**config.mk**
```make
export PLATFORM = sky130hd
export DESIGN_NAME = wosc_dp
export DESIGN_NICKNAME = d
export VERILOG_FILES = /design/src/wosc_pkg.sv /design/src/wosc_div.sv /design/src/wosc_dp.sv
export SDC_FILE = /design/constraint.sdc
export NUM_CORES = 2
export LEC_CHECK = 0
export BUFFER_PORTS_ARGS = -buffer_cell sky130_fd_sc_hd__buf_2
export CAP_MARGIN = 20
export CORE_MARGIN = 1.5
export CORE_UTILIZATION = 60
export DETAILED_ROUTE_END_ITERATION = 16
export PLACE_DENSITY = 0.86
export SYNTH_ARGS = -nofsm -noshare
export SYNTH_HDL_FRONTEND = slang
export SYNTH_HIERARCHICAL = 1
export SYNTH_SLANG_ARGS = --single-unit
```
**constraint.sdc**
```tcl
create_clock -name clock -period 9.5 [get_ports clock]
set_input_delay 1.425 -clock clock [delete_from_list [all_inputs] [get_ports clock]]
set_output_delay 1.425 -clock clock [all_outputs]
set_load 0.01 [all_outputs]
```
**src/wosc_pkg.sv**
```systemverilog
`timescale 1ns / 1ps
// ----------------------------------------------------------------------------
// wosc_pkg
// Shared types and constants of the waveform oscillator.
// ----------------------------------------------------------------------------
package wosc_pkg;

   localparam int RateW    = 18;
   localparam int FreqW    = 18;
   localparam int WaveSelW = 2;
   localparam int AmpW     = 16;
   localparam int CsrIdxW  = 3;
   localparam int CsrDataW = 18;
   localparam int SampleW  = 16;
   localparam int PosW     = 18;

   // shared serial divider
   localparam int DivNumW = 52;
   localparam int DivDenW = 18;
   localparam int DivQuoW = 18;
   localparam int DivCntW = 6;
   localparam logic [DivCntW-1:0] DivStepsShort = 6'd19;
   localparam logic [DivCntW-1:0] DivStepsLong  = 6'd52;

   typedef enum logic [CsrIdxW-1:0] {
      CSR_SAMPLE_RATE = 3'd0,
      CSR_FREQUENCY   = 3'd1,
      CSR_WAVEFORM    = 3'd2,
      CSR_AMPLITUDE   = 3'd3,
      CSR_ENABLE      = 3'd4
   } csr_index_type;

   typedef enum logic [WaveSelW-1:0] {
      WAVE_SAW      = 2'd0,
      WAVE_SQUARE   = 2'd1,
      WAVE_TRIANGLE = 2'd2
   } wave_sel_type;

   typedef enum logic [1:0] {
      DIV_PERIOD = 2'd0,
      DIV_PHASE  = 2'd1,
      DIV_WRAP   = 2'd2
   } div_sel_type;

   typedef enum logic [3:0] {
      ST_IDLE,
      ST_PER_START,
      ST_PER_WAIT,
      ST_MUL,
      ST_PHASE_START,
      ST_PHASE_WAIT,
      ST_SHAPE,
      ST_SCALE,
      ST_SAT,
      ST_WRAP_START,
      ST_WRAP_WAIT,
      ST_OUT
   } state_type;

   typedef struct packed {
      logic        accept;
      logic        div_start;
      div_sel_type div_sel;
      logic        cap_period;
      logic        cap_prod;
      logic        cap_phase;
      logic        cap_wave;
      logic        cap_scaled;
      logic        cap_result;
      logic        pos_update;
      logic        out_load;
   } cmd_type;

   typedef struct packed {
      logic enable;
      logic div_done;
      logic out_full;
   } status_type;

endpackage

```
**src/wosc_div.sv**
```systemverilog
`timescale 1ns / 1ps
// ----------------------------------------------------------------------------
// wosc_div
// Restoring serial divider, one quotient bit per cycle, saturating quotient.
// ----------------------------------------------------------------------------
module wosc_div
   import wosc_pkg::*;
(
   input  logic               clock,
   input  logic               reset,
   input  logic               start,
   input  logic [DivNumW-1:0] numer,   // left aligned
   input  logic [DivDenW-1:0] denom,
   input  logic [DivCntW-1:0] steps,
   output logic               busy,
   output logic               done,
   output logic [DivQuoW-1:0] quot,
   output logic [DivDenW-1:0] rem
);

   logic               busy_ff, busy_in;
   logic               done_ff, done_in;
   logic [DivCntW-1:0] cnt_ff, cnt_in;
   logic [DivNumW-1:0] num_ff, num_in;
   logic [DivDenW-1:0] den_ff, den_in;
   logic [DivDenW-1:0] rem_ff, rem_in;
   logic [DivQuoW-1:0] quo_ff, quo_in;
   logic               ovf_ff, ovf_in;

   logic [DivDenW:0]   rem_shift;
   logic [DivDenW:0]   rem_sub;
   logic               fits;

   always_comb begin
      rem_shift = {rem_ff, num_ff[DivNumW-1]};
      fits      = rem_shift >= {1'b0, den_ff};
      rem_sub   = rem_shift - {1'b0, den_ff};

      busy_in = busy_ff;
      done_in = 1'b0;
      cnt_in  = cnt_ff;
      num_in  = num_ff;
      den_in  = den_ff;
      rem_in  = rem_ff;
      quo_in  = quo_ff;
      ovf_in  = ovf_ff;

      if (start) begin
         busy_in = 1'b1;
         cnt_in  = steps;
         num_in  = numer;
         den_in  = denom;
         rem_in  = '0;
         quo_in  = '0;
         ovf_in  = 1'b0;
      end else if (busy_ff) begin
         // remainder stays below the divisor, so it fits the divisor width
         rem_in = fits ? rem_sub[DivDenW-1:0] : rem_shift[DivDenW-1:0];
         quo_in = {quo_ff[DivQuoW-2:0], fits};
         ovf_in = ovf_ff | quo_ff[DivQuoW-1];
         num_in = {num_ff[DivNumW-2:0], 1'b0};
         cnt_in = cnt_ff - 1'b1;
         if (cnt_ff == DivCntW'(1)) begin
            busy_in = 1'b0;
            done_in = 1'b1;
         end
      end
   end

   always_ff @(posedge clock) begin
      if (reset) begin
         busy_ff <= 1'b0;
         done_ff <= 1'b0;
         cnt_ff  <= '0;
      end else begin
         busy_ff <= busy_in;
         done_ff <= done_in;
         cnt_ff  <= cnt_in;
      end
      num_ff <= num_in;
      den_ff <= den_in;
      rem_ff <= rem_in;
      quo_ff <= quo_in;
      ovf_ff <= ovf_in;
   end

   assign busy = busy_ff;
   assign done = done_ff;
   assign quot = ovf_ff ? '1 : quo_ff;
   assign rem  = rem_ff;

   a_no_restart_busy: assert property (@(posedge clock) disable iff (reset)
      start |-> !busy_ff)
      else $error("divider started while busy");

   a_done_after_busy: assert property (@(posedge clock) disable iff (reset)
      done_ff |-> $past(busy_ff))
      else $error("divider done without a running division");

endmodule

```
**src/wosc_dp.sv**
```systemverilog
`timescale 1ns / 1ps
// ----------------------------------------------------------------------------
// wosc_dp
// Oscillator datapath: registers, phase, wave shaping, gain and output stage.
// ----------------------------------------------------------------------------
module wosc_dp
   import wosc_pkg::*;
(
   input  logic                      clock,
   input  logic                      reset,
   input  logic                      csr_valid,
   input  logic [CsrIdxW-1:0]        csr_index,
   input  logic [CsrDataW-1:0]       csr_data,
   input  logic                      restart,
   input  cmd_type                   cmd,
   output status_type                stat,
   input  logic                      rsp_ready,
   output logic                      rsp_valid,
   output logic signed [SampleW-1:0] rsp_sample
);

   function automatic logic signed [SampleW-1:0] sat16(input logic signed [19:0] v);
      logic signed [SampleW-1:0] r;
      if (v > 20'sd32767)       r = 16'sh7FFF;
      else if (v < -20'sd32768) r = 16'sh8000;
      else                      r = v[SampleW-1:0];
      return r;
   endfunction

   // configuration
   logic [RateW-1:0]    sr_ff, sr_in;
   logic [FreqW-1:0]    freq_ff, freq_in;
   logic [WaveSelW-1:0] wsel_ff, wsel_in;
   logic [AmpW-1:0]     amp_ff, amp_in;
   logic                enable_ff, enable_in;

   // working registers
   logic [PosW-1:0]           pos_ff, pos_in;
   logic [DivQuoW-1:0]        period_ff, period_in;
   logic [PosW+FreqW-1:0]     prod_ff, prod_in;
   logic [DivQuoW-1:0]        phase_ff, phase_in;
   logic signed [SampleW-1:0] wave_ff, wave_in;
   logic signed [32:0]        scaled_ff, scaled_in;
   logic signed [SampleW-1:0] res_ff, res_in;
   logic                      rsp_valid_ff, rsp_valid_in;
   logic signed [SampleW-1:0] rsp_sample_ff, rsp_sample_in;

   logic [RateW-1:0]    sr_eff;
   logic [FreqW-1:0]    f_eff;
   logic [RateW:0]      per_num;
   logic [PosW:0]       pos_inc;
   logic signed [19:0]  phase_diff;
   logic signed [19:0]  dist_abs;
   logic signed [19:0]  tri_val;
   logic                sq_high;
   logic signed [17:0]  quot_q;

   logic [DivNumW-1:0] div_num;
   logic [DivDenW-1:0] div_den;
   logic [DivCntW-1:0] div_steps;
   logic               div_busy;
   logic               div_done;
   logic [DivQuoW-1:0] div_quot;
   logic [DivDenW-1:0] div_rem;

   // zero rate or frequency behaves as one
   assign sr_eff  = (sr_ff == '0) ? RateW'(1) : sr_ff;
   assign f_eff   = (freq_ff == '0) ? FreqW'(1) : freq_ff;
   assign per_num = (RateW+1)'(sr_eff) + (RateW+1)'(f_eff) - (RateW+1)'(1);
   assign pos_inc = (PosW+1)'(pos_ff) + (PosW+1)'(1);

   always_comb begin
      div_num   = {per_num, (DivNumW-RateW-1)'(0)};
      div_den   = f_eff;
      div_steps = DivStepsShort;
      case (cmd.div_sel)
         DIV_PERIOD: begin
            div_num   = {per_num, (DivNumW-RateW-1)'(0)};
            div_den   = f_eff;
            div_steps = DivStepsShort;
         end
         DIV_PHASE: begin
            div_num   = {prod_ff, 16'h0000};
            div_den   = sr_eff;
            div_steps = DivStepsLong;
         end
         DIV_WRAP: begin
            div_num   = {pos_inc, (DivNumW-PosW-1)'(0)};
            div_den   = period_ff;
            div_steps = DivStepsShort;
         end
         default: ;
      endcase
   end

   wosc_div u_div (
      .clock (clock),
      .reset (reset),
      .start (cmd.div_start),
      .numer (div_num),
      .denom (div_den),
      .steps (div_steps),
      .busy  (div_busy),
      .done  (div_done),
      .quot  (div_quot),
      .rem   (div_rem)
   );

   // wave shaping from the saturated phase quotient
   always_comb begin
      phase_diff = $signed({2'b00, phase_ff}) - 20'sd32768;
      dist_abs   = (phase_diff < 0) ? -phase_diff : phase_diff;
      tri_val    = 20'sd32768 - dist_abs;
      sq_high    = {prod_ff, 1'b0} < (PosW+FreqW+1)'(sr_eff);
      case (wsel_ff)
         WAVE_SAW:      wave_in = sat16(phase_diff);
         WAVE_SQUARE:   wave_in = sq_high ? 16'sh7FFF : 16'sh8000;
         WAVE_TRIANGLE: wave_in = sat16(tri_val);
         default:       wave_in = '0;
      endcase
   end

   // floor division by 32768 is an arithmetic shift
   assign quot_q = scaled_ff[32:15];

   always_comb begin
      sr_in     = sr_ff;
      freq_in   = freq_ff;
      wsel_in   = wsel_ff;
      amp_in    = amp_ff;
      enable_in = enable_ff;
      if (csr_valid) begin
         unique case (csr_index)
            CSR_SAMPLE_RATE: sr_in     = csr_data[RateW-1:0];
            CSR_FREQUENCY:   freq_in   = csr_data[FreqW-1:0];
            CSR_WAVEFORM:    wsel_in   = csr_data[WaveSelW-1:0];
            CSR_AMPLITUDE:   amp_in    = csr_data[AmpW-1:0];
            CSR_ENABLE:      enable_in = csr_data[0];
            default: ;
         endcase
      end
   end

   always_comb begin
      pos_in        = pos_ff;
      period_in     = cmd.cap_period ? div_quot : period_ff;
      prod_in       = cmd.cap_prod ? (PosW+FreqW)'(pos_ff) * (PosW+FreqW)'(f_eff) : prod_ff;
      phase_in      = cmd.cap_phase ? div_quot : phase_ff;
      scaled_in     = cmd.cap_scaled ? 33'(wave_ff) * $signed({17'b0, amp_ff}) : scaled_ff;
      res_in        = res_ff;
      rsp_valid_in  = rsp_valid_ff;
      rsp_sample_in = rsp_sample_ff;

      if (cmd.accept) begin
         if (restart) pos_in = '0;
         res_in = '0;
      end
      if (cmd.pos_update) pos_in = div_rem;
      if (cmd.cap_result) res_in = sat16(20'(quot_q));

      if (rsp_valid_ff && rsp_ready) rsp_valid_in = 1'b0;
      if (cmd.out_load) begin
         rsp_valid_in  = 1'b1;
         rsp_sample_in = res_ff;
      end
   end

   always_ff @(posedge clock) begin
      if (reset) begin
         sr_ff        <= RateW'(48000);
         freq_ff      <= FreqW'(440);
         wsel_ff      <= WAVE_SAW;
         amp_ff       <= AmpW'(32768);
         enable_ff    <= 1'b0;
         pos_ff       <= '0;
         rsp_valid_ff <= 1'b0;
      end else begin
         sr_ff        <= sr_in;
         freq_ff      <= freq_in;
         wsel_ff      <= wsel_in;
         amp_ff       <= amp_in;
         enable_ff    <= enable_in;
         pos_ff       <= pos_in;
         rsp_valid_ff <= rsp_valid_in;
      end
      period_ff     <= period_in;
      prod_ff       <= prod_in;
      phase_ff      <= phase_in;
      wave_ff       <= cmd.cap_wave ? wave_in : wave_ff;
      scaled_ff     <= scaled_in;
      res_ff        <= res_in;
      rsp_sample_ff <= rsp_sample_in;
   end

   assign stat.enable   = enable_ff;
   assign stat.div_done = div_done;
   assign stat.out_full = rsp_valid_ff;

   assign rsp_valid  = rsp_valid_ff;
   assign rsp_sample = rsp_sample_ff;

   a_wrap_in_period: assert property (@(posedge clock) disable iff (reset)
      cmd.pos_update |-> (div_rem < period_ff))
      else $error("advanced position not below period");

   a_period_nonzero: assert property (@(posedge clock) disable iff (reset)
      (cmd.div_start && cmd.div_sel == DIV_WRAP) |-> (period_ff != '0 && !div_busy))
      else $error("wrap division with zero period");

   a_zero_when_off: assert property (@(posedge clock) disable iff (reset)
      (cmd.out_load && !enable_ff) |=> (rsp_sample_ff == '0))
      else $error("nonzero sample while disabled");

endmodule

```
After elaboration in Yosys (flattened, before gate mapping). Index checks and enable logic that the tools add are counted.

$add $sub $neg: 8. Equality and inequality tests: 9. Mux-type cells: 31. Reduce and logical (&&, ||, !) cells: 17. Multiply operators: 2. Bitwise gates (word level): 2. Magnitude comparators: 9.

Operator list (number): $mux W16 (9); $mux W18 (7); $mux W52 (2); $pmux W52 S2 (1); $pmux W16 S3 (1); $lt A37 B18 Y1 (1); $logic_not A18 Y1 (2); $mul A18 B18 Y36 (1); $pmux W18 S2 (1); $mul A16 B17 Y33 (1); $gt A20 B16 Y1 const B (1); $lt A20 B16 Y1 const B (1); $mux W20 (1); $neg A19 Y20 (1); $sub A17 B20 Y20 const A (1); $add A18 B1 Y19 const B (1); $add A18 B18 Y19 (1); $ge A19 B18 Y1 (1); $gt A19 B16 Y1 const B (1); $lt A19 B1 Y1 const B (1); $lt A19 B16 Y1 const B (1); $sub A18 B16 Y19 const B (1); $sub A19 B1 Y19 const B (1); $gt A18 B16 Y1 const B (1); 19 further kinds (38).

Register bits after elaboration: 342. Word-level logic and storage cells: 100.

Depth between registers and ports, before layout.
Word-level depth: 8. Gate-level depth with buffers: 28.

Hierarchy. Netlist, hierarchy kept.

Modules (own cells, without submodules): wosc_dp (sequential area each 5625.4 µm², area an instance 29577.1 µm², times used 1, cells an instance 3245); wosc_div (sequential area each 3002.9 µm², area an instance 5725.5 µm², times used 1, cells an instance 492).

Least setup slack after synthesis. Ideal clock, no wire load.

Path kind: flip-flop to flip-flop. From: register freq_ff[4]. To: register prod_ff[32] (data pin). Library setup time: 0.262 ns. Path slack: 2.655 ns. Period minus slack after synthesis: 6.845 ns. Stages on the path, launching flop included: 27. Path buffers: 3. Arrival time: 6.583 ns. Required time: 9.238 ns. Cell sequence: dfxtp_1 -> clkbuf_1 -> nor4_1 -> and3_1 -> a31o_2 -> clkbuf_1 -> clkbuf_1 -> nand2_1 -> fa_1 -> inv_1 -> fa_1 -> fa_1 -> fa_1 -> inv_1 -> fa_1 -> inv_1 -> ha_1 -> a21o_1 -> a21o_1 -> a21o_1 -> a21o_1 -> a221o_1 -> a221oi_2 -> o211ai_1 -> a41oi_1 -> a21oi_1 -> xor2_1.

Word-level cells in the longest chain between the ends: 3.

RTL lines: start: declaration (RTL line wosc_dp.sv:32) `logic [FreqW-1:0] freq_ff, freq_in;`; start signal: assignment (RTL line wosc_dp.sv:171) `freq_ff <= FreqW'(440);`; start signal: assignment (RTL line wosc_dp.sv:179) `freq_ff <= freq_in;`; $logic_not A18 Y1 (RTL line wosc_dp.sv:68) `assign f_eff = (freq_ff == '0) ? FreqW'(1) : freq_ff;`; $mux W18 (*) (RTL line wosc_dp.sv:68); $mul A18 B18 Y36 (*) (RTL line wosc_dp.sv:147) `prod_in = cmd.cap_prod ? (PosW+FreqW)'(pos_ff) * (PosW+FreqW)'(f_eff) : prod_ff;`; end signal: assignment (RTL line wosc_dp.sv:187) `prod_ff <= prod_in;`; end: declaration (RTL line wosc_dp.sv:40) `logic [PosW+FreqW-1:0] prod_ff, prod_in;`.

Every way passes the cells marked *; elsewhere a longest branch is shown, timed or not. A chain may end at the register's enable or synchronous reset.

Worst setup path after layout.
From: register amp_ff[13]. To: register scaled_ff[32] (data pin).

Word-level cells in the longest chain between the ends: 1.

RTL lines: start: declaration (RTL line wosc_dp.sv:34) `logic [AmpW-1:0] amp_ff, amp_in;`; start signal: assignment (RTL line wosc_dp.sv:173) `amp_ff <= AmpW'(32768);`; start signal: assignment (RTL line wosc_dp.sv:181) `amp_ff <= amp_in;`; $mul A16 B17 Y33 (RTL line wosc_dp.sv:149) `scaled_in = cmd.cap_scaled ? 33'(wave_ff) * $signed({17'b0, amp_ff}) : scaled_ff;`; end signal: assignment (RTL line wosc_dp.sv:190) `scaled_ff <= scaled_in;`; end: declaration (RTL line wosc_dp.sv:43) `logic signed [32:0] scaled_ff, scaled_in;`.

Every way passes these cells.

==> impl_metrics.yaml <==
layout:
  antenna_cells: 0
  final_cell_mix: "sky130_fd_sc_hd__inv_1, sky130_fd_sc_hd__nand2_1, sky130_fd_sc_hd__fa_1"
  synthToLayoutAreaGrowth_pct: 5.483
  final_layout_size_suffix_gt1_frac: 0.06521
  most_common_cell_after_layout_fill_and_taps_aside: "sky130_fd_sc_hd__inv_1"
  final_nets: 4483
grt:
  grt_max_degree: 83
  track_usage: 0.2923
  grt_first_pass_wirelength_mm: 139.5
  via_count_of_the_first_global_routing_pass: 26900
  grt_overflow: 0
  initial_antenna_violation_count: 0
power:
  clock_power_frac: 0.323
  power_density_nw_per_um2: 121.7
  power_frac_seq: 0.405
  ir_worst_vdd_uv: 131.7
  power_mw: 4.533
  total_leakage_power_nw: 17.65
  combinational_power_share: 0.272
  internal_power_mw: 3.053
  power.net_switching_mw: 1.480
  p_sw_frac: 0.3265
timing:
  finalWorstPathRequiredPeriod_ns: 7.819
  rsz_0062_raised_after_global_routing: "no"
  timing.final.ws_setup_ns: 1.681
  clock_skew_ns: 0.03578
  finalSetupViolations: 0
  tns_ns: 0
  clock.fmax_mhz: 127.9
  worst_slew_pin_slew_ns: 1.199
  maxSlewViolCount: 0
  timing.final.hold_violations: 0
  slew-limit-headroom: 0.1800
  share_of_the_cycle_needed_by_the_critical_path_after_routing: 0.8231
critical_path:
  worst_r2r_endpoint: "scaled_ff[32]$_DFFE_PP_"
  r2r_setup_slack_ns: 1.68
  timing.critical_path.required_ns: 9.78
  r2r-start: "amp_ff[13]$_SDFFE_PP0P_"
  timing_worst_setup_path_type: "flop to flop"
  cp-end-kind: "flop"
  crit_path_start: "amp_ff[13]$_SDFFE_PP0P_"
  worst-r2r-cell-count: 23
  worstSetupStartpointType: "flop"
  crit_path_end: "scaled_ff[32]$_DFFE_PP_"
  worst-path-max-fanout: 17
  crit_arrival_ns: 8.10
detailed_routing:
  num_vias: 26140
  routed_wire_length_per_instance_um: 19.03
  routed_via_density: 5.840
  number_of_drc_markers_after_the_initial_detailed_route_iteration: 2290
  drt-total-wl_mm: 85.19
  drtPass1Iterations: 8
  route.antenna.remaining_nets: 0
  post-route-drc-count: 0
logic_synthesis:
  async_reset_ff_frac: 0
  yosys_warnings: 6
  yosysSeqAreaShare: 0.2444
  netlist_top_cells_area: "sky130_fd_sc_hd__fa_1, sky130_fd_sc_hd__edfxtp_1, sky130_fd_sc_hd__ha_1"
  yosys.area.top_type: "sky130_fd_sc_hd__fa_1"
  post_synth_inst_count: 3737
  synth_enable_flop_cells: 208
  synth_area_um2: 35300
  dominantRegCellSynth: "sky130_fd_sc_hd__edfxtp_1"
  ys_types: 88
  post_synth.cell_area_avg_um2: 9.447
  synth-seq-cells: 327
  post_synth_top_area_share: 0.2558
placed_design:
  dpl_ws_ns: 1.843
  portBuffers: 57
  hpwlAfterDp_mm: 65.67
  gp_congestion: 0.9559
cts:
  tritoncts: "built"
  cts_repair_resize_count: 0
  clock_latency_of_the_later_clocked_register_in_the_worst_skew_pair_ns: 0.56
  cts.htree.levels: 2
  post-cts-setup-buffer-count: 0
  cts_root_buf: "sky130_fd_sc_hd__clkbuf_16"
  clock_tree.buffer_depth: 3
  cts_sinks: 327
  cts-hold-fix-buffers: 0
  cts_inserted_buffers: 37
  cts.clk_slew.worst_paths_ns: 0.06
floorplanning:
  fp.dieH_um: 245.6
  die_w_um: 245.6
  ioPinCount: 58
  floorplan.die_area_um2: 60300
  core.rowCount: 88
  initial_core_utilization: 0.6096
  fp.coreArea_um2: 57920
status:
  status: "finished, final reports clean"
min_path:
  worst_hold_path_type: "flop to flop"
  hold_start: "res_ff[12]$_SDFFCE_PN0P_"
flow_run:
  max_cap_viol_count: 0
[per-layer routing]
layer	global-route usage	vias up	wire length, µm
met4	0.1379	0	4312
met3	0.05217	275	6957
met1	0.3624	12860	32170
met2	0.4952	1184	41750
li1	-	11820	-
met5	0	-	0
[stage by stage]
stage,cells,cell area (µm²),util,hold slack (ns)
CTS,4476,37240,0.6430,0.4183
finish,4476,37240,0.6430,0.4178
global placement,4409,36010,0.6218,0.4004
global route,4476,37240,0.6430,0.4275
detailed placement,4409,36010,0.6218,0.4045
floorplan,3753,35360,-,0.4003
[layout make-up]
| class | instances | area (µm²) |
|---|---|---|
| inverter | 653 | 2451 |
| tap | 765 | 957.2 |
| clock buffer | 48 | 1061 |
| sequential | 327 | 8630 |
| clock inverter | 19 | 163.9 |
| multi-input combinational | 2588 | 23550 |
| timing repair buffer | 76 | 430.4 |
| fill | 4434 | 20680 |
[power by group through the flow]
stage / Sequential [mW] / Combinational (mW) / Clock [mW]
finish: 1.84 / 1.23 / 1.46
global route: 1.85 / 1.38 / 1.53
CTS: 1.83 / 1.23 / 1.47
detailed placement: 1.86 / 1.21 / 0
global placement: 1.85 / 1.16 / 0
floorplan: 1.78 / 0.940 / 0
[critical path: stages (launching register included)]
cell and delay [ns]:
sky130_fd_sc_hd__dfxtp_1 0.69, sky130_fd_sc_hd__nand2_1 0.17, sky130_fd_sc_hd__fa_1 0.57, sky130_fd_sc_hd__inv_1 0.06, sky130_fd_sc_hd__fa_1 0.53, sky130_fd_sc_hd__inv_1 0.05
sky130_fd_sc_hd__fa_1 0.52, sky130_fd_sc_hd__inv_1 0.07, sky130_fd_sc_hd__fa_1 0.53, sky130_fd_sc_hd__inv_1 0.05, sky130_fd_sc_hd__fa_1 0.47, sky130_fd_sc_hd__inv_1 0.05
sky130_fd_sc_hd__fa_1 0.46, sky130_fd_sc_hd__ha_1 0.30, sky130_fd_sc_hd__a22oi_1 0.19, sky130_fd_sc_hd__nand2_1 0.10, sky130_fd_sc_hd__a2111oi_0 1.00, sky130_fd_sc_hd__o21ai_0 0.42
sky130_fd_sc_hd__a31oi_1 0.38, sky130_fd_sc_hd__o21ai_0 0.25, sky130_fd_sc_hd__o211a_1 0.30, sky130_fd_sc_hd__o21a_1 0.19, sky130_fd_sc_hd__nor2_1 0.11, sky130_fd_sc_hd__xnor2_1 0.07
[how the worst min path moves through the flow]
stage                                    end  slack, ns  cells past startpoint
floorplan            rsp_sample[0]$_DFFE_PP_       0.40                      0
global route         rsp_sample[5]$_DFFE_PP_       0.43                      0
finish              rsp_sample[12]$_DFFE_PP_       0.42                      0
detailed placement  rsp_sample[12]$_DFFE_PP_       0.40                      0
global placement     rsp_sample[9]$_DFFE_PP_       0.40                      0
CTS                 rsp_sample[12]$_DFFE_PP_       0.42                      0
[Yosys cell counts (all sizes together), types with 16 or more instances]
master	instances
mux2i	34
nor3	33
buf	23
a21o	31
a211oi	27
ha	311
nor2	205
inv	653
fa	451
xnor2	79
clkbuf	162
nand3	44
o21ai	70
and2	270
nand2b	33
edfxtp	208
a221oi	30
a21oi	147
xor2	34
a211o	16
mux2	52
a22oi	26
nand2	470
or2	24
dfxtp	119
[sequential cells by signal, indices dropped and copies added (netlist names), 2 cells and up]
register      cells
u_div/rem        18
res_ff           16
rsp_sample       16
freq_ff          18
u_div/num_ff     52
prod_ff          36
sr_ff            18
amp_ff           16
wave_ff          16
u_div/den_ff     18
u_div/cnt_ff      6
phase_ff         18
wsel_ff           2
u_div/quo_ff     18
scaled_ff        18
period_ff        18
pos_ff           18
[logic make-up after synthesis]
family,Yosys count,synth area share
DFF,327,0.2444
other,2,0.0002127
buffers and inverters,838,0.09063
adders and majority gates,762,0.3660
muxes,86,0.02623
xor gates and xnor gates,113,0.02825
AOI/OAI and AO/OA,439,0.08467
and+or+nand+nor,1170,0.1596
Power figures use the tool's default switching activity.
