--- config.mk ---
export PLATFORM = sky130hd
export DESIGN_NAME = wosc_ctrl
export DESIGN_NICKNAME = d
export VERILOG_FILES = /design/src/wosc_pkg.sv /design/src/wosc_ctrl.sv
export SDC_FILE = /design/constraint.sdc
export NUM_CORES = 1
export LEC_CHECK = 0
export ABC_AREA = 1
export BUFFER_PORTS_ARGS = -buffer_cell sky130_fd_sc_hd__buf_2
export CORE_AREA = 4 4 41 43
export CTS_CLUSTER_DIAMETER = 30
export DETAILED_ROUTE_END_ITERATION = 10
export DIE_AREA = 0 0 45 47
export GPL_TIMING_DRIVEN = 0
export PLACE_DENSITY = 0.6
export SETUP_SLACK_MARGIN = 0.05
export SLEW_MARGIN = 20
export SYNTH_ARGS = -nofsm -noshare
export SYNTH_HDL_FRONTEND = slang
export SYNTH_SLANG_ARGS = --single-unit
--- constraint.sdc ---
create_clock -name clock -period 1.02 [get_ports clock]
set_input_delay 0.204 -clock clock [delete_from_list [all_inputs] [get_ports clock]]
set_output_delay 0.204 -clock clock [all_outputs]
set_load 0.02 [all_outputs]
--- src/wosc_pkg.sv ---
`timescale 1ns / 1ps
// ----------------------------------------------------------------------------
// wosc_pkg
// Shared types and constants of the waveform oscillator.
// ----------------------------------------------------------------------------
package wosc_pkg;

   localparam int RateW    = 18;
   localparam int FreqW    = 18;
   localparam int WaveSelW = 2;
   localparam int AmpW     = 16;
   localparam int CsrIdxW  = 3;
   localparam int CsrDataW = 18;
   localparam int SampleW  = 16;
   localparam int PosW     = 18;

   // shared serial divider
   localparam int DivNumW = 52;
   localparam int DivDenW = 18;
   localparam int DivQuoW = 18;
   localparam int DivCntW = 6;
   localparam logic [DivCntW-1:0] DivStepsShort = 6'd19;
   localparam logic [DivCntW-1:0] DivStepsLong  = 6'd52;

   typedef enum logic [CsrIdxW-1:0] {
      CSR_SAMPLE_RATE = 3'd0,
      CSR_FREQUENCY   = 3'd1,
      CSR_WAVEFORM    = 3'd2,
      CSR_AMPLITUDE   = 3'd3,
      CSR_ENABLE      = 3'd4
   } csr_index_type;

   typedef enum logic [WaveSelW-1:0] {
      WAVE_SAW      = 2'd0,
      WAVE_SQUARE   = 2'd1,
      WAVE_TRIANGLE = 2'd2
   } wave_sel_type;

   typedef enum logic [1:0] {
      DIV_PERIOD = 2'd0,
      DIV_PHASE  = 2'd1,
      DIV_WRAP   = 2'd2
   } div_sel_type;

   typedef enum logic [3:0] {
      ST_IDLE,
      ST_PER_START,
      ST_PER_WAIT,
      ST_MUL,
      ST_PHASE_START,
      ST_PHASE_WAIT,
      ST_SHAPE,
      ST_SCALE,
      ST_SAT,
      ST_WRAP_START,
      ST_WRAP_WAIT,
      ST_OUT
   } state_type;

   typedef struct packed {
      logic        accept;
      logic        div_start;
      div_sel_type div_sel;
      logic        cap_period;
      logic        cap_prod;
      logic        cap_phase;
      logic        cap_wave;
      logic        cap_scaled;
      logic        cap_result;
      logic        pos_update;
      logic        out_load;
   } cmd_type;

   typedef struct packed {
      logic enable;
      logic div_done;
      logic out_full;
   } status_type;

endpackage

--- src/wosc_ctrl.sv ---
`timescale 1ns / 1ps
// ----------------------------------------------------------------------------
// wosc_ctrl
// Sequencer of the oscillator: steps the datapath through one sample.
// ----------------------------------------------------------------------------
module wosc_ctrl
   import wosc_pkg::*;
(
   input  logic       clock,
   input  logic       reset,
   input  logic       req_valid,
   output logic       req_ready,
   input  status_type stat,
   output cmd_type    cmd
);

   state_type state_ff, state_in;

   always_comb begin
      state_in = state_ff;
      unique case (state_ff)
         ST_IDLE: begin
            if (req_valid) state_in = stat.enable ? ST_PER_START : ST_OUT;
         end
         ST_PER_START:   state_in = ST_PER_WAIT;
         ST_PER_WAIT: begin
            if (stat.div_done) state_in = ST_MUL;
         end
         ST_MUL:         state_in = ST_PHASE_START;
         ST_PHASE_START: state_in = ST_PHASE_WAIT;
         ST_PHASE_WAIT: begin
            if (stat.div_done) state_in = ST_SHAPE;
         end
         ST_SHAPE:       state_in = ST_SCALE;
         ST_SCALE:       state_in = ST_SAT;
         ST_SAT:         state_in = ST_WRAP_START;
         ST_WRAP_START:  state_in = ST_WRAP_WAIT;
         ST_WRAP_WAIT: begin
            if (stat.div_done) state_in = ST_OUT;
         end
         ST_OUT: begin
            if (!stat.out_full) state_in = ST_IDLE;
         end
         default:        state_in = ST_IDLE;
      endcase
   end

   always_comb begin
      cmd       = '0;
      cmd.div_sel = DIV_PERIOD;
      req_ready = 1'b0;
      unique case (state_ff)
         ST_IDLE: begin
            req_ready  = 1'b1;
            cmd.accept = req_valid;
         end
         ST_PER_START: begin
            cmd.div_start = 1'b1;
            cmd.div_sel   = DIV_PERIOD;
         end
         ST_PER_WAIT:    cmd.cap_period = stat.div_done;
         ST_MUL:         cmd.cap_prod   = 1'b1;
         ST_PHASE_START: begin
            cmd.div_start = 1'b1;
            cmd.div_sel   = DIV_PHASE;
         end
         ST_PHASE_WAIT:  cmd.cap_phase  = stat.div_done;
         ST_SHAPE:       cmd.cap_wave   = 1'b1;
         ST_SCALE:       cmd.cap_scaled = 1'b1;
         ST_SAT:         cmd.cap_result = 1'b1;
         ST_WRAP_START: begin
            cmd.div_start = 1'b1;
            cmd.div_sel   = DIV_WRAP;
         end
         ST_WRAP_WAIT:   cmd.pos_update = stat.div_done;
         ST_OUT:         cmd.out_load   = !stat.out_full;
         default: ;
      endcase
   end

   always_ff @(posedge clock) begin
      if (reset) begin
         state_ff <= ST_IDLE;
      end else begin
         state_ff <= state_in;
      end
   end

endmodule

# Word level (Yosys, flattened, before mapping)

Cells that the tools add are included.
Widths: inputs -> output; s select.

Add/subtract/negate cells: 0
$mul: 0
Divide/modulo/power cells: 0
Order comparisons: 0
Eq/ne operators: 16
Shifts and indexed selects: 0
Mux-type cells: 18
Bitwise logic cells: 0
Reduce and logical (&&, ||, !) cells: 3

Operators with widths:

| kind               | count |
|---|---|
| $pmux 4 s12        | 1 |
| $mux 4             | 6 |
| $eq 4x3->1 const B | 4 |
| $eq 4x4->1 const B | 4 |
| $mux 1             | 10 |
| $ne 2x2->1 const B | 5 |
| $pmux 3 s3         | 1 |
| $eq 4x2->1 const B | 2 |
| $reduce_and 5->1   | 1 |
| $eq 4x1->1 const B | 1 |
| $logic_not 4->1    | 1 |
| $logic_not 1->1    | 1 |

Register bits after elaboration: 4
Latch bits: 0
Bits in writable memories: 0
ROM bits: 0
Input bits: 6
Output and inout port bits: 13
Word-level logic and storage cells: 38
Memories kept: 0

# Logic depth before layout (Yosys ltp)

Gate-level depths: netlist of run 1.

Depth in word-level cells: 3
Depth in mapped cells: 8
Mapped depth without buffers: 8

# Least setup slack after synthesis of run 1

OpenSTA, ideal clock, no wires.

Path type: reg-to-output
From: register state_ff[3]
To: output cmd[7] in the netlist's numbering
Arrival time: 1.200 ns
Data required time: 0.816 ns
Setup slack: -0.384 ns
Cell stages (with the launch flop): 4
Buffers on the path: 0
Path through: dfxtp_1 -> nor2_1 -> inv_1 -> nor4_1

RTL lines:

| element                | line            | text |
|---|---|---|
| start, declared        | wosc_ctrl.sv:17 | `state_type state_ff, state_in;` |
| start signal, assigned | wosc_ctrl.sv:85 | `state_ff <= state_in;` |
| end, declared          | wosc_ctrl.sv:14 | `output cmd_type cmd` |

==> metrics.md, run 1 <==
| Metric | Value |
|---|---|
| CP startpoint kind | `flip-flop` |
| Layout cells sized above 1 | `73.53%` |
| Post-synthesis sequential element count | `4` |
| Top Registers | `state_ff x4` |
| First-pass GRT wire length | `2.166 mm` |
| Post-synthesis sequential area ratio | `21.69%` |
| Fin. Hold Viols | `0` |
| Die height | `47 um` |
| DRC viols | `0` |
| Clock slew at reported path FFs | `40 ps` |
| Syn Std Cell Area | `369.1 um^2` |
| Slew margin rel. | `79.54%` |
| Least-Margin Pin Slew | `306.5 ps` |
| Internal | `1.297 mW` |
| GRT overflow | `0` |
| Die X | `45 um` |
| Hold WC Path Type | `in2reg` |
| CTS root buf | `clkbuf_4` |
| Combinational share of power | `75.7%` |
| Ant diodes | `0` |
| Clock sinks | `4` |
| Max Cap Viol | `0` |
| Wirelength per Cell | `11.37 um` |
| Critical path class | `reg2out` |
| Largest register by flop count | `state_ff` |
| Max-slew violation count | `0` |
| Starting Density | `28.37%` |
| Setup WS pre-CTS | `-216.6 ps` |
| Clock Skews | `6.649 ps` |
| Cell variety after synth | `14` |
| Yosys warning count | `0` |
| Final worst slack | `-374.9 ps` |
| Core Util, Final | `68.65%` |
| Period utilisation layout | `136.8%` |
| Critical path peak fanout | `6` |
| Net Sw Frac | `51.44%` |
| Syn Inst Count | `70` |
| GP Congestion | `0.7837` |
| CP required | `820 ps` |
| Fillers | `100` |
| P_sw | `1.374 mW` |
| Setup violations, final | `17` |
| Number of port buffers | `18` |
| CTS Buf Count | `3` |
| Overall Power | `2.672 mW` |
| Initial DRC Count | `4` |
| LEAKAGE | `0.4171 nW` |
| Largest register FFs | `4` |
| DIE AREA | `2115 um^2` |
| Clock power share | `7.9%` |
| All-Layer GR Usage | `14.00%` |
| Failing checks | `setup timing` |
| Syn Area/Cell | `5.273 um^2` |
| Crit. End Element | `primary output` |
| Floorplan row count | `13` |
| Clock latency on the worst-skew pair | `230 ps` |
| Vias in the first global route | `559` |
| Fin crit period | `1395 ps` |
| Pwr Density | `2991 nW/um^2` |
| # IOs | `19` |
| CP Data Arrival Time | `1190 ps` |
| Outcome | `complete, but fails checks` |
| CP cell instances | `buf_6 > nor4_4 > buf_4` |
| Part of the power in registers | `16.3%` |
| Vias | `561` |
| Max Fclk | `716.9 MHz` |
| Dominant cell type by area after synthesis | `dfxtp_1` |
| CP max stage delay | `380 ps` |
| Core region area | `1301 um^2` |
| Clock Path Buffers | `2` |
| Initial antenna violation count | `0` |
| CTS Hold Bufs | `0` |
| Mapped Nets | `76` |
| Crit path max-delay cell type | `dfxtp_4` |
| Unrepaired setup endpoints after global routing | `true` |
| Via density | `4.795` |
| Share of the synthesized area in the top cell type | `21.69%` |
| VDD IR max | `1.823 mV` |
| Most area-consuming cells after synthesis | `dfxtp_1 22%, nand2_1 14%, nor2_1 13%` |
| Pin count of the biggest net entering global routing | `7` |
| DR pass1 iterations | `2` |
| DP HPWL | `881 um` |
| CTS tree | `yes` |
| Crit path buffers/inverters | `2` |
| ANT nets after route | `0` |
| Delay-heaviest family, CP | `flip-flops` |
| Final net count | `109` |
| Htree depth | `1` |
| Routed wire length | `1.330 mm` |
| Area growth from synthesis to layout | `142.0%` |
==> routing by layer <==
| layer | up-vias | global-route usage (%) | wire [um] |
|---|---|---|---|
| met5 | - | 0 | 0 |
| met4 | 0 | 10.53 | 33 |
| met3 | 4 | 1.149 | 56 |
| met2 | 14 | 24.29 | 719 |
| met1 | 257 | 15.98 | 521 |
| li1 | 286 | - | - |
==> layout by cell type (no fill, tap or decap), types with 3 or more instances in the layout <==
cell      instances
buf_6            14
nor2_4           10
buf_4             9
nand2_1           7
inv_1             6
nand3_1           6
nand2_2           5
buf_2             5
inv_2             4
inv_4             4
nor2_1            4
dfxtp_4           4
nand2_4           3
nor3_4            3
clkbuf_4          3
==> synthesized netlist by cell type <==
| master | n |
|---|---|
| nand2_1 | 14 |
| nor2_1 | 13 |
| inv_1 | 11 |
| nand3_1 | 7 |
| inv_2 | 5 |
| a21oi_1 | 4 |
| dfxtp_1 | 4 |
| nor2_2 | 3 |
| nor3_1 | 3 |
| nand2_2 | 2 |
| nand3_2 | 1 |
| nor4_1 | 1 |
| o21ai_0 | 1 |
| o21ai_1 | 1 |
==> metrics by stage <==
stage	instance area (um^2)	TNS, ps	cells	hold WS, ps
floorplan	481.7	-633.9	70	273.1
global placement	590.6	-2611	103	393.3
detailed placement	590.6	-2620	103	398.7
CTS	805.8	-4749	114	140.2
global route	893.4	-5622	117	144.6
finish	893.4	-4481	117	148.9
==> path summary, 6_finish.rpt <==
kind | from | endpoint | slack, ps | cells past startpoint
worst max register to register | state_ff[0]$_SDFFE_PP0P_ | state_ff[1]$_SDFFE_PP0P_ | -180 | 7
worst min-delay path | reset | state_ff[3]$_SDFFE_PP0P_ | 150 | 2
worst min register to register | state_ff[1]$_SDFFE_PP0P_ | state_ff[1]$_SDFFE_PP0P_ | 580 | 2
worst max-delay path | state_ff[0]$_SDFFE_PP0P_ | cmd[7] | -370 | 3
==> power groups by stage <==
stage	combinational [mW]	clock, mW	sequential (mW)
after global routing	2.18	0.236	0.451
after floorplan	1.01	0	0.353
after CTS	1.72	0.228	0.431
after detailed placement	1.26	0	0.372
after global placement	1.25	0	0.371
final	2.02	0.212	0.436
==> what timing repair did <==
action / CTS / global route
gates resized for setup: 45 / 17
pin swaps: 6 / 11
endpoints found under the hold margin: 0 / 0
endpoints found under the setup margin: 17 / 17
buffers inserted: 7 / 4
==> layout make-up <==
| type | instances | area [um^2] | area share [%] |
|---|---|---|---|
| clock buffer | 4 | 26.28 | 2.941 |
| inverter | 16 | 82.58 | 9.244 |
| multi-input combinational | 50 | 420.4 | 47.06 |
| sequential | 4 | 95.09 | 10.64 |
| tap | 15 | 18.77 | 2.101 |
| timing repair buffer | 28 | 250.2 | 28.01 |
==> kinds of logic (layout without fill, tap and decap cells) <==
kind of cell,after synthesis,count (layout),synth area share [%]
and+or+nand+nor,44,44,53.90
AOI/OAI and AO/OA,6,6,8.133
buffers and inverters,16,48,16.27
DFF,4,4,21.70
Note: power is estimated with default switching activity, not from simulation.
==> inputs of run 2 (changes only) <==
- PLACE_DENSITY: 0.6 -> 0.57
==> metrics.md, run 2 (synthesized netlist as in run 1, its figures left out) <==
| Metric | Value |
|---|---|
| Outcome | `complete, but fails checks` |
| Failing checks | `setup timing` |
| Post-route design area | `893.4 um^2 (unchanged)` |
| Area growth from synthesis to layout | `142.0% (unchanged)` |
| Core Util, Final | `68.65% (unchanged)` |
| Clock Path Buffers | `2 (unchanged)` |
| CP required | `820 ps (about the same)` |
| Placement Cell Area | `590.6 um^2 (unchanged)` |
| Clock Skews | `10.26 ps (+3.611 ps)` |
| Clock latency on the worst-skew pair | `240 ps (about the same)` |
| Die X | `45 um (unchanged)` |
| Final TNS setup | `-4719 ps (-237.8 ps)` |
| Clock slew at reported path FFs | `30 ps (about the same)` |
| Commonest non-fill, non-tap cells in the layout | `13 x buf_6, 11 x buf_4, 10 x nand2_1` |
| Max-slew violation count | `0 (unchanged)` |
| DRC viols | `0 (unchanged)` |
| Setup violations, final | `16 (-1)` |
| CTS Buf Count | `3 (unchanged)` |
| Starting Density | `28.37% (unchanged)` |
| Initial DRC Count | `3 (-1)` |
| Ant diodes | `0 (unchanged)` |
| VDD IR max | `1.444 mV (-21%)` |
| Pwr Density | `3040 nW/um^2 (+1.7%)` |
| GP Congestion | `0.7942 (+1.3%)` |
| Number of port buffers | `18 (unchanged)` |
| Hold Crit Depth | `2 (unchanged)` |
| Pin count of the biggest net entering global routing | `7 (unchanged)` |
| Vias | `559 (-0.36%)` |
| Initial antenna violation count | `0 (unchanged)` |
| Top Registers | `state_ff x4` |
| Final net count | `110 (+0.92%)` |
| Fin. Hold Viols | `0 (unchanged)` |
| Period utilisation layout | `133.6% (-3.1 points)` |
| Max Cap Viol | `0 (unchanged)` |
| DP HPWL | `861.6 um (-2.2%)` |
| All-Layer GR Usage | `14.72% (+0.71 points)` |
| Max Fclk | `733.7 MHz (+2.3%)` |
| CTS root buf | `clkbuf_4` |
| Clock sinks | `4 (unchanged)` |
| DIE AREA | `2115 um^2 (unchanged)` |
| Via density | `4.737 (-1.2%)` |
| Critical path class | `reg2out` |
| Layout cells sized above 1 | `72.82% (-0.71 points)` |
| # IOs | `19 (unchanged)` |
| DR pass1 iterations | `4 (+2)` |
| Wirelength per Cell | `11.83 um (+4.1%)` |
| CP Data Arrival Time | `1160 ps (-30 ps)` |
| Unrepaired setup endpoints after global routing | `true` |
| Fin crit period | `1363 ps (-31.97 ps)` |
| Routed wire length | `1.396 mm (+5.0%)` |
| CTS Hold Bufs | `0 (unchanged)` |
| Floorplan row count | `13 (unchanged)` |
| Cells after DPL | `103 (unchanged)` |
| Vias in the first global route | `527 (-5.7%)` |
| First-pass GRT wire length | `2.263 mm (+4.5%)` |
| Least-Margin Pin Slew | `245.9 ps (-60.56 ps)` |
| Setup WS pre-CTS | `-209.9 ps (+6.724 ps)` |
| CP startpoint kind | `flip-flop` |
| Largest register by flop count | `state_ff` |
| Final Non-Filler Cells | `118 (+0.85%)` |
| CTS tree | `yes` |
| Die height | `47 um (unchanged)` |
| ANT nets after route | `0 (unchanged)` |
| Hold WC Path Type | `in2reg` |
| Crit. End Element | `primary output` |
| Htree depth | `1 (unchanged)` |
| Reg2Reg Depth | `10 (+3)` |
| Core region area | `1301 um^2 (unchanged)` |
| Final worst slack | `-343.0 ps (+31.97 ps)` |
| Commonest non-fill, non-tap cell in the layout | `buf_6` |
| GRT overflow | `0 (unchanged)` |
| Largest register FFs | `4 (unchanged)` |
| LEAKAGE | `0.4066 nW (-2.5%)` |
| Slew margin rel. | `83.59% (+4.0 points)` |
| Critical path peak fanout | `4 (-2)` |
[run 2: repair_timing]
item | CTS | global route
setup endpoints to repair | 17 | 17
buffers inserted | 10 | 2
resized for setup | 48 | 12
pin swaps | 7 | 11
[run 2: layout make-up]
class	count	area (um^2)
Clock buffer	4	26.28
Fill cell	110	407.9
Inverter	16	85.08
Multi-Input combinational cell	50	414.1
Sequential cell	4	95.09
Tap cell	15	18.77
Timing Repair Buffer	29	254.0
[run 2: power by group]
group | leakage [nW] | internal, mW | switching (mW)
Combinational | 0.356 | 0.905 | 1.12
Sequential | 0.0356 | 0.259 | 0.219
Clock | 0.0150 | 0.147 | 0.0681
Total | 0.407 | 1.31 | 1.41
[run 2: per-layer routing]
layer  track usage, %  up-vias  part of all wire, %
li1                 -      286                    -
met1            17.12      257                   43
met2            25.99       14                   52
met3            2.682        2                  4.7
met4            7.018        0                 0.36
met5                0        -                    0
[run 2: metrics by stage]
| step | power [mW] | hold slack (ps) |
|---|---|---|
| global placement | 1.625 | 393.3 |
| floorplan | 1.368 | 273.1 |
| finish | 2.716 | 146.2 |
| detailed placement | 1.619 | 393.8 |
| CTS | 2.555 | 138.3 |
| global route | 2.909 | 139.7 |
[run 2: final timing paths]
path	end	startpoint	slack [ps]
max	cmd[0]	state_ff[2]$_SDFFE_PP0P_	-340
min	state_ff[3]$_SDFFE_PP0P_	reset	150
max reg2reg	state_ff[1]$_SDFFE_PP0P_	state_ff[2]$_SDFFE_PP0P_	-280
min reg2reg	state_ff[0]$_SDFFE_PP0P_	state_ff[2]$_SDFFE_PP0P_	700
[run 2: critical path, stage by stage, from the launching register on]
cell     delay (ps)
dfxtp_4         360
buf_6           120
nor2_4          110
inv_2            80
nor3_4          120
buf_6           140
==> inputs of run 3 (changes only) <==
- CORE_AREA: 4 4 41 43 -> 2 2 39 41
- DIE_AREA: 0 0 45 47 -> 0 0 41 43
- TNS_END_PERCENT: default -> 1
==> metrics.md, run 3 (synthesized netlist as in run 1, its figures left out) <==
| Metric | Value |
|---|---|
| Outcome | `complete, but fails checks` |
| Failing checks | `setup timing` |
| CP startpoint kind | `flip-flop` |
| Commonest non-fill, non-tap cell in the layout | `nand2_1` |
| VDD IR max | `1.283 mV (-11%)` |
| CP required | `820 ps (about the same)` |
| CTS Hold Bufs | `0 (unchanged)` |
| Layout cells sized above 1 | `61.29% (-12 points)` |
| CP Data Arrival Time | `1110 ps (-50 ps)` |
| CTS root buf | `clkbuf_4` |
| Fin crit period | `1318 ps (-45.26 ps)` |
| Htree depth | `1 (unchanged)` |
| Core region area | `1384 um^2 (+6.3%)` |
| Hold WC Path Type | `in2reg` |
| Floorplan row count | `14 (+1)` |
| Number of port buffers | `18 (unchanged)` |
| Fillers | `147 (+34%)` |
| Largest register FFs | `4 (unchanged)` |
| Vias in the first global route | `449 (-15%)` |
| DIE AREA | `1763 um^2 (-17%)` |
| CTS Buf Count | `3 (unchanged)` |
| GRT overflow | `0 (unchanged)` |
| Top Registers | `state_ff x4` |
| Initial antenna violation count | `0 (unchanged)` |
| Max Fclk | `758.9 MHz (+3.4%)` |
| Setup violations, final | `16 (unchanged)` |
| Wirelength per Cell | `8.807 um (-26%)` |
| Max Cap Viol | `0 (unchanged)` |
| Fin. Hold Viols | `0 (unchanged)` |
| DR pass1 iterations | `2 (-2)` |
| Overall Power | `1.966 mW (-28%)` |
| Pin count of the biggest net entering global routing | `8 (+1)` |
| Vias | `485 (-13%)` |
| Clock Path Buffers | `2 (unchanged)` |
| DP HPWL | `788.8 um (-8.4%)` |
| Largest register by flop count | `state_ff` |
| Final TNS setup | `-3885 ps (+834.2 ps)` |
| Clock latency on the worst-skew pair | `230 ps (about the same)` |
| Via density | `4.450 (-6.1%)` |
| Final net count | `101 (-8.2%)` |
| GP Congestion | `0.7695 (-3.1%)` |
| Critical path peak fanout | `7 (+3)` |
| Initial DRC Count | `6 (+3)` |
| Critical path class | `reg2out` |
| Period utilisation layout | `129.2% (-4.4 points)` |
| Max-slew violation count | `0 (unchanged)` |
| Clock Skews | `2.277 ps (-7.983 ps)` |
| Die X | `41 um (-8.9%)` |
| Starting Density | `26.67% (-1.7 points)` |
| LEAKAGE | `0.3465 nW (-15%)` |
| Crit. End Element | `primary output` |
| All-Layer GR Usage | `13.94% (-0.77 points)` |
| Die height | `43 um (-8.5%)` |
| Unrepaired setup endpoints after global routing | `true` |
| First-pass GRT wire length | `1.676 mm (-26%)` |
| Pwr Density | `2846 nW/um^2 (-6.4%)` |
| Least-Margin Pin Slew | `211.7 ps (-34.23 ps)` |
| Setup WS pre-CTS | `-237.7 ps (-27.86 ps)` |
| Final worst slack | `-297.7 ps (+45.26 ps)` |
| ANT nets after route | `0 (unchanged)` |
| Ant diodes | `0 (unchanged)` |
| CTS tree | `yes` |
| Clock slew at reported path FFs | `40 ps (about the same)` |
| Commonest non-fill, non-tap cells in the layout | `13 x nand2_1, 9 x nor2_2, 9 x buf_4` |
| Routed wire length | `960 um (-31%)` |
| Area growth from synthesis to layout | `87.12%` |
| DRC viols | `0 (unchanged)` |
| Slew margin rel. | `85.87% (+2.3 points)` |
| # IOs | `19 (unchanged)` |
| Clock sinks | `4 (unchanged)` |
==> run 3: cell count changes in the layout (fill, tap and decap cells not counted), moves of 3 or more <==
cell and change:
nor2_4 -6, nor2_2 +5, nand2_1 +3, buf_6 -8
==> run 3: worst paths after layout <==
path / from / endpoint / slack (ps) / cells past startpoint
worst min register to register: state_ff[1]$_SDFFE_PP0P_ / state_ff[1]$_SDFFE_PP0P_ / 560 / 2
worst min-delay path: reset / state_ff[3]$_SDFFE_PP0P_ / 150 / 2
worst max register to register: state_ff[3]$_SDFFE_PP0P_ / state_ff[0]$_SDFFE_PP0P_ / -140 / 8
worst max-delay path: state_ff[0]$_SDFFE_PP0P_ / cmd[3] / -300 / 5
==> run 3: area by class of cell <==
class                      count  area [um^2]  area share (%)
multi-input combinational     50        326.6           47.28
inverter                      16        72.57           10.51
clock buffer                   3        22.52           3.261
sequential                     4        95.09           13.77
tap                           16        20.02           2.899
timing repair buffer          20        153.9           22.28
==> run 3: report_power, final <==
group / internal, mW / switching, mW / leakage, nW
Clock: 0.131 / 0.0569 / 0.0138
Combinational: 0.547 / 0.821 / 0.297
Sequential: 0.257 / 0.153 / 0.0356
Total: 0.935 / 1.03 / 0.346
==> run 3: what timing repair did <==
item,4_1_cts,5_1_grt
setup endpoints to repair,17,16
pin swaps,1,1
resized for setup,36,2
setup buffers,2,0
==> run 3: layer usage <==
layer	up-vias	part of all wire [%]	wire length (um)	GRT usage, %
met4	0	0.52	5	10.00
met5	-	0	0	0
met3	2	3.9	37	1.571
met2	10	54	522	22.50
li1	265	-	-	-
met1	208	41	395	15.71
==> run 3: critical path, stage by stage (launching register included) <==
cell     delay (ps)
dfxtp_4         390
nand2_2         130
inv_2            90
nand2_1          70
inv_1            50
buf_2           150
==> run 3: through the flow <==
| step | utilization [%] | area (um^2) | hold slack [ps] | cells |
|---|---|---|---|---|
| 6_report | 49.91 | 690.7 | 150.0 | 109 |
| 5_1_grt | 49.91 | 690.7 | 147.9 | 109 |
| 4_1_cts | 49.37 | 683.2 | 142.1 | 109 |
| 3_5_place_dp | 40.05 | 554.3 | 397.6 | 104 |
| 3_3_place_gp | 40.05 | 554.3 | 394.4 | 104 |
| 2_1_floorplan | - | 444.2 | 273.1 | 70 |
